File: config.mk
export PLATFORM = sky130hd
export DESIGN_NAME = gbht_mod_unit
export DESIGN_NICKNAME = d
export VERILOG_FILES = /design/src/rtl/core/grid_bucket_hash_table_assert.svh /design/src/rtl/core/gbht_pkg.sv /design/src/rtl/core/gbht_mod_unit.sv
export SDC_FILE = /design/constraint.sdc
export NUM_CORES = 1
export LEC_CHECK = 0
export BUFFER_PORTS_ARGS = -buffer_cell sky130_fd_sc_hd__buf_4
export CORE_MARGIN = 1
export CORE_UTILIZATION = 55
export CTS_BUF_LIST = sky130_fd_sc_hd__clkbuf_16
export CTS_CLUSTER_DIAMETER = 150
export CTS_CLUSTER_SIZE = 30
export DETAILED_ROUTE_END_ITERATION = 16
export PLACE_DENSITY = 0.79
export SYNTH_ARGS = -nofsm -noshare
export SYNTH_HDL_FRONTEND = slang
export SYNTH_SLANG_ARGS = --single-unit
File: constraint.sdc
create_clock -name clk -period 8.97 [get_ports clk]
set_clock_uncertainty 0.2 [all_clocks]
set_input_delay 0.897 -clock clk [delete_from_list [all_inputs] [get_ports clk]]
set_output_delay 0.897 -clock clk [all_outputs]
set_load 0.05 [all_outputs]
File: src/rtl/core/grid_bucket_hash_table_assert.svh
// ----------------------------------------------------------------------------
// grid bucket hash table assertion macros
// shared property forms for the hash table checks
// ----------------------------------------------------------------------------
`ifndef GRID_BUCKET_HASH_TABLE_ASSERT_SVH
`define GRID_BUCKET_HASH_TABLE_ASSERT_SVH

// same-cycle implication
`define GBHT_ASSERT_NOW(label, clk, rst, ante, cons) \
  label: assert property (@(posedge clk) disable iff (rst) (ante) |-> (cons)) \
    else $error("assertion failed");

// next-cycle implication
`define GBHT_ASSERT_NEXT(label, clk, rst, ante, cons) \
  label: assert property (@(posedge clk) disable iff (rst) (ante) |=> (cons)) \
    else $error("assertion failed");

`endif

File: src/rtl/core/gbht_pkg.sv
// ----------------------------------------------------------------------------
// gbht_pkg
// types, sizes and codes of the grid bucket hash table
// ----------------------------------------------------------------------------
`timescale 1ns / 1ps

package gbht_pkg;

  localparam int MAX_BUCKETS    = 1024;
  localparam int SLOTS          = 4;
  localparam int OVERFLOW_DEPTH = 8;
  localparam int HANDLE_BITS    = 32;
  localparam int COORD_BITS     = 32;
  localparam int CFG_BITS       = 11;
  localparam int BUCKET_BITS    = 10;
  localparam int SLOT_BITS      = 2;
  localparam int OVF_BITS       = 3;
  localparam int SC_BITS        = 3;
  localparam int OC_BITS        = 4;
  localparam int OCC_BITS       = 4;
  localparam int STATUS_BITS    = 4;

  localparam logic [STATUS_BITS-1:0] ST_INS_SLOT    = 4'd0;
  localparam logic [STATUS_BITS-1:0] ST_INS_OVF     = 4'd1;
  localparam logic [STATUS_BITS-1:0] ST_RM_LAST     = 4'd2;
  localparam logic [STATUS_BITS-1:0] ST_RM_MOVED    = 4'd3;
  localparam logic [STATUS_BITS-1:0] ST_RM_FROM_OVF = 4'd4;
  localparam logic [STATUS_BITS-1:0] ST_RM_OVF      = 4'd5;
  localparam logic [STATUS_BITS-1:0] ST_ZERO        = 4'd6;
  localparam logic [STATUS_BITS-1:0] ST_NOT_FOUND   = 4'd7;
  localparam logic [STATUS_BITS-1:0] ST_OVF_FULL    = 4'd8;
  localparam logic [STATUS_BITS-1:0] ST_BAD_GEOM    = 4'd9;

  localparam logic ACT_INSERT = 1'b0;

  typedef enum logic [3:0] {
    S_CLEAR, S_IDLE, S_GEOM, S_MOD, S_MUL, S_ADD, S_CNT,
    S_SRD, S_SCMP, S_FILL_OVF, S_FILL_SLOT, S_ORD, S_OCMP, S_SHIFT, S_DONE
  } state_t;

  typedef struct packed {
    logic                  start;
    logic [COORD_BITS-1:0] dividend;
    logic [CFG_BITS-1:0]   divisor;
  } mod_req_t;

  typedef struct packed {
    logic                done;
    logic [CFG_BITS-1:0] rem;
  } mod_rsp_t;

endpackage

File: src/rtl/core/gbht_mod_unit.sv
// ----------------------------------------------------------------------------
// gbht_mod_unit
// restoring remainder of a coordinate by a grid size, one bit per cycle
// ----------------------------------------------------------------------------
`timescale 1ns / 1ps

module gbht_mod_unit (
  input  logic              clk,
  input  logic              rst,
  input  gbht_pkg::mod_req_t req,
  output gbht_pkg::mod_rsp_t rsp
);

  localparam int CNT_BITS = $clog2(gbht_pkg::COORD_BITS);

  logic                            busy;
  logic [CNT_BITS-1:0]             cnt;
  logic [gbht_pkg::COORD_BITS-1:0] dvd;
  logic [gbht_pkg::CFG_BITS-1:0]   divisor;
  logic [gbht_pkg::CFG_BITS-1:0]   rem;
  logic [gbht_pkg::CFG_BITS:0]     trial;
  logic                            done;

  assign trial = {rem, dvd[gbht_pkg::COORD_BITS-1]};

  always_ff @(posedge clk) begin
    if (rst) begin
      busy <= 1'b0;
      done <= 1'b0;
      cnt  <= '0;
    end else begin
      done <= 1'b0;
      if (req.start) begin
        busy    <= 1'b1;
        cnt     <= '0;
        dvd     <= req.dividend;
        divisor <= req.divisor;
        rem     <= '0;
      end else if (busy) begin
        if (trial >= {1'b0, divisor}) begin
          rem <= gbht_pkg::CFG_BITS'(trial - {1'b0, divisor});
        end else begin
          rem <= trial[gbht_pkg::CFG_BITS-1:0];
        end
        dvd <= {dvd[gbht_pkg::COORD_BITS-2:0], 1'b0};
        cnt <= cnt + 1'b1;
        if (cnt == CNT_BITS'(gbht_pkg::COORD_BITS - 1)) begin
          busy <= 1'b0;
          done <= 1'b1;
        end
      end
    end
  end

  assign rsp.done = done;
  assign rsp.rem  = rem;

endmodule

==> PnR_summary.wiki <==
{| class="wikitable"
! Metric !! Value
|-
| Initial standard-cell utilization of the core || a little under 60%
|-
| Instance count of the mapped netlist || approximately 240
|-
| Post-synthesis cell type with the largest combined area || sky130_fd_sc_hd__edfxtp_1
|-
| Dominant delay contributor by cell family on the critical path || compound AO/OA/AOI/OAI gates
|-
| Cell at the root of the clock tree || sky130_fd_sc_hd__clkbuf_16
|-
| Count of maximum capacitance violations || 0
|-
| TritonCTS clock tree || done
|-
| Final worst setup slack || between 5 and 6 ns
|-
| Final #Nets || 360
|-
| Sum of negative setup slack || 0 ns
|-
| Number of top-level design ports || slightly below 60
|-
| Number of input and output port buffers inserted || 57
|-
| Total gr overflow || 0
|-
| Worst-margin pin slew || between 1 and 1.5 ns
|-
| Pin count of the biggest net entering global routing || 50
|-
| Proportion of synthesized area in mux cells || 13.0%
|-
| Deepest clock path buffer count || 2
|-
| Count of routing violations after the opening detailed-route iteration || between 100 and 150
|-
| Drt pass-1 iters || 4
|-
| Total number of yosys warnings || 0
|-
| Slowest library cell on the worst path || sky130_fd_sc_hd__a21oi_2
|-
| Final routed DRC violation total || 0
|-
| Clock insertion delay at the later pin of the skew report || 0.33 ns
|-
| Count of hold-fix buffers inserted at cts || 0
|-
| Full die area || roughly 5900 sq um
|-
| Area growth syn-to-layout || 26.1%
|-
| Crit end category || flip-flop
|-
| Buffers & Inverters on Critical Path || 1
|-
| Synth top area share || 52.9%
|-
| Crit Path Class || flip-flop to flip-flop
|-
| Worst slew slack as a fraction of its limit || a little under a quarter
|-
| Maximum vdd drop || between 0.00015 and 0.0002 V
|-
| Number of clock sinks || slightly above 60
|-
| Simple-gate share of the synthesized area || 10.2%
|-
| Number of register bits inferred by synthesis || 61
|-
| Most common cell after layout, fill and taps aside || sky130_fd_sc_hd__buf_4
|-
| Number of cells on the worst hold path || 2
|-
| CTS Buf Count || 9
|-
| Post-synthesis adder-cell area fraction || 5.96%
|-
| Setup violators final || 0
|-
| Post-Place Setup Slack || roughly 5.9 ns
|-
| Drt wl/cell || 15.6 um
|-
| Max-slew violation total from the final report || 0
|-
| Largest stage delay, worst path || 0.54 ns
|-
| DIE HEIGHT || 76.7 um
|-
| Post-synthesis sequential area ratio || a little under three fifths
|-
| Final critical path time including I/O delays and setup || around 3 ns
|-
| Outcome || finished, final reports clean
|-
| Path depth of the worst reg2reg path || 9
|-
| Type of origin of the critical path || flip-flop
|-
| Crit path DAT || around 2.9 ns
|-
| XOR/XNOR Fraction of Synth Area || 2.00%
|-
| Clock H-tree levels || 3
|-
| Vias in the first global route || a little over 2000
|-
| Share of the clock period used by the worst path after layout || approximately 33%
|-
| Die span in x || 76.7 um
|-
| Total area of multi-input combinational cells || 1210 sq um
|-
| Max Freq || 0.335 GHz
|-
| Logic depth of the worst path, buffers included || 9
|-
| Most frequent cells in the layout || sky130_fd_sc_hd__buf_4 (57), sky130_fd_sc_hd__edfxtp_1 (54), sky130_fd_sc_hd__mux2_2 (31)
|-
| Data required time of the worst path || 8.85 ns
|-
| Final weighted congestion of routability-driven global placement || about 0.77
|-
| Largest family of logic cells by synthesized area || multiplexers
|-
| Worst-path maximum fanout || 13
|-
| Unrepaired setup endpoints after global routing || false
|-
| Number of vias per cell after detailed routing || about 5.4
|-
| Resized cells post-CTS || 0
|-
| Share of the core filled with cells in the final layout || between 70% and 80%
|-
| All-Layer GR Usage || around 22%
|-
| Register clock-pin slew on the reported worst setup and hold paths || 0.05 ns
|-
| Worst min-delay path category || flip-flop to flip-flop
|-
| Number of vias in the routed layout || about 2000
|-
| Critical path, cell by cell || inv_1 > ha_1 > fa_1 > nand2b_2 > a21oi_4 > o2111ai_2 > a21oi_2 > nor3b_1 > a211o_1
|-
| Total count of hold-check failures in the final report || 0
|-
| Share of layout cells above drive strength 1 || between 30 and 40%
|-
| Core Region || 5240 sq um
|-
| Power density relative to cell area || 229 nW/um^2
|-
| Wire length of the first global-routing pass || roughly 9600 um
|-
| HPWL reported at the end of detailed placement || roughly 4000 um
|-
| Post-layout power || ~880 uW
|-
| Final std cell area, no fill || 3870 sq um
|-
| Number of antenna violations at the first check in global routing || 0
|-
| Final WL || around 5900 um
|-
| Number of rows in the core area || 26
|-
| Reported leakage power || 1.56 nW
|-
| Number of antenna cells inserted || 0
|-
| Combined area of all synthesized cells || 3070 sq um
|-
| Number of buffers inserted by post-CTS setup repair || 0
|-
| Layout fillers || 343
|-
| Share of the synthesized area in compound gates (AO/OA/AOI/OAI) || 8.08%
|-
| Post-Syn Nets || just over 300
|-
| Cell variety after synth || 42
|-
| Number of nets with antenna violations after detailed routing || 0
|-
| Post-Syn Area per Cell || between 10 and 15 sq um
|-
| Register cell area after layout || ~1800 sq um
|-
| Standard cell area after detailed placement || between 3000 and 4000 sq um
|-
| Biggest area contributors in the synthesized netlist || sky130_fd_sc_hd__edfxtp_1 (53%), sky130_fd_sc_hd__mux2_2 (11%), sky130_fd_sc_hd__ha_1 (5.3%), sky130_fd_sc_hd__dfxtp_1 (4.6%), sky130_fd_sc_hd__nor2_1 (2.7%)
|}
[metal layers]
metal,vias to the layer above,track usage [%],part of all wire (%)
met5,-,0,0
met4,0,11.3,2.7
li1,1004,-,-
met1,967,26.1,44
met2,53,36.1,49
met3,15,7.14,3.8
[layout make-up]
class / count / area share, %
Sequential cell: 61 / 45.6
Timing Repair Buffer: 57 / 11.1
Inverter: 14 / 1.36
Clock buffer: 9 / 5.83
Clock inverter: 7 / 2.56
Multi-Input combinational cell: 157 / 31.4
Tap cell: 70 / 2.27
[sequential cells by signal (all words and copies together), names as in the netlist]
signal / cells
busy: 1
cnt: 5
divisor: 11
done: 1
dvd: 32
rem: 11
[final timing paths]
kind                              start      end  slack (ns)
worst max-delay path            dvd[31]  rem[10]        5.99
worst min-delay path             cnt[3]   cnt[3]        0.32
worst max register to register  dvd[31]  rem[10]        5.99
worst min register to register   cnt[3]   cnt[3]        0.32
[synth_stat cells]
library cell                count
sky130_fd_sc_hd__nand3_1        5
sky130_fd_sc_hd__and2_1         1
sky130_fd_sc_hd__and3_1         2
sky130_fd_sc_hd__a21oi_1       11
sky130_fd_sc_hd__a21oi_4        1
sky130_fd_sc_hd__a211o_1        1
sky130_fd_sc_hd__o31ai_1        3
sky130_fd_sc_hd__fa_1           1
sky130_fd_sc_hd__buf_1          1
sky130_fd_sc_hd__or3_1          3
sky130_fd_sc_hd__xor2_1         3
sky130_fd_sc_hd__a211oi_1       3
sky130_fd_sc_hd__a21boi_0       1
sky130_fd_sc_hd__buf_2          1
sky130_fd_sc_hd__xnor2_1        4
sky130_fd_sc_hd__o21a_1         3
sky130_fd_sc_hd__o2111ai_2      1
sky130_fd_sc_hd__nor2_1        22
sky130_fd_sc_hd__ha_1          13
sky130_fd_sc_hd__nand2_1       15
sky130_fd_sc_hd__o21ai_1        1
sky130_fd_sc_hd__a2111oi_0      1
sky130_fd_sc_hd__inv_1         14
sky130_fd_sc_hd__mux2i_1        5
sky130_fd_sc_hd__nor3b_1        1
sky130_fd_sc_hd__buf_4          2
sky130_fd_sc_hd__nor2b_1        3
sky130_fd_sc_hd__nor3_1         1
sky130_fd_sc_hd__edfxtp_1      54
sky130_fd_sc_hd__o21ai_0        5
sky130_fd_sc_hd__clkbuf_1       6
sky130_fd_sc_hd__or3b_2         2
sky130_fd_sc_hd__a31oi_1        2
sky130_fd_sc_hd__mux2_2        31
sky130_fd_sc_hd__nand2b_2       1
sky130_fd_sc_hd__dfxtp_1        7
sky130_fd_sc_hd__a21o_2         1
sky130_fd_sc_hd__or2_2          1
sky130_fd_sc_hd__a21oi_2        2
sky130_fd_sc_hd__nand4_1        2
sky130_fd_sc_hd__nand3b_1       4
sky130_fd_sc_hd__nor2_2         1
[worst reg2reg max path, delay by kind of cell, from the launching register on]
family | cells | cell delay, ns
adders and majority gates | 2 | 0.64
and+or+nand+nor | 2 | 0.35
AOI/OAI and AO/OA | 4 | 1.14
buffers and inverters | 1 | 0.06
DFF | 1 | 0.35
[power breakdown]
group | leakage [nW] | internal [mW] | switching (mW)
registers | 0.573 | 0.336 | 0.00994
clock network | 0.156 | 0.244 | 0.131
logic | 0.831 | 0.0707 | 0.0932
[kinds of logic after synthesis]
family / Yosys count
AOI/OAI and AO/OA: 36
xor gates and xnor gates: 7
adders and majority gates: 14
buffers and inverters: 24
DFF: 61
muxes: 36
and+or+nand+nor: 64
[through the flow]
| stage | instances | hold WS [ns] |
|---|---|---|
| floorplan | 242 | 0.267 |
| global placement | 359 | 0.288 |
| detailed placement | 359 | 0.299 |
| CTS | 375 | 0.318 |
| global route | 375 | 0.343 |
| finish | 375 | 0.317 |
No activity file was read; power rests on OpenSTA's default activity.
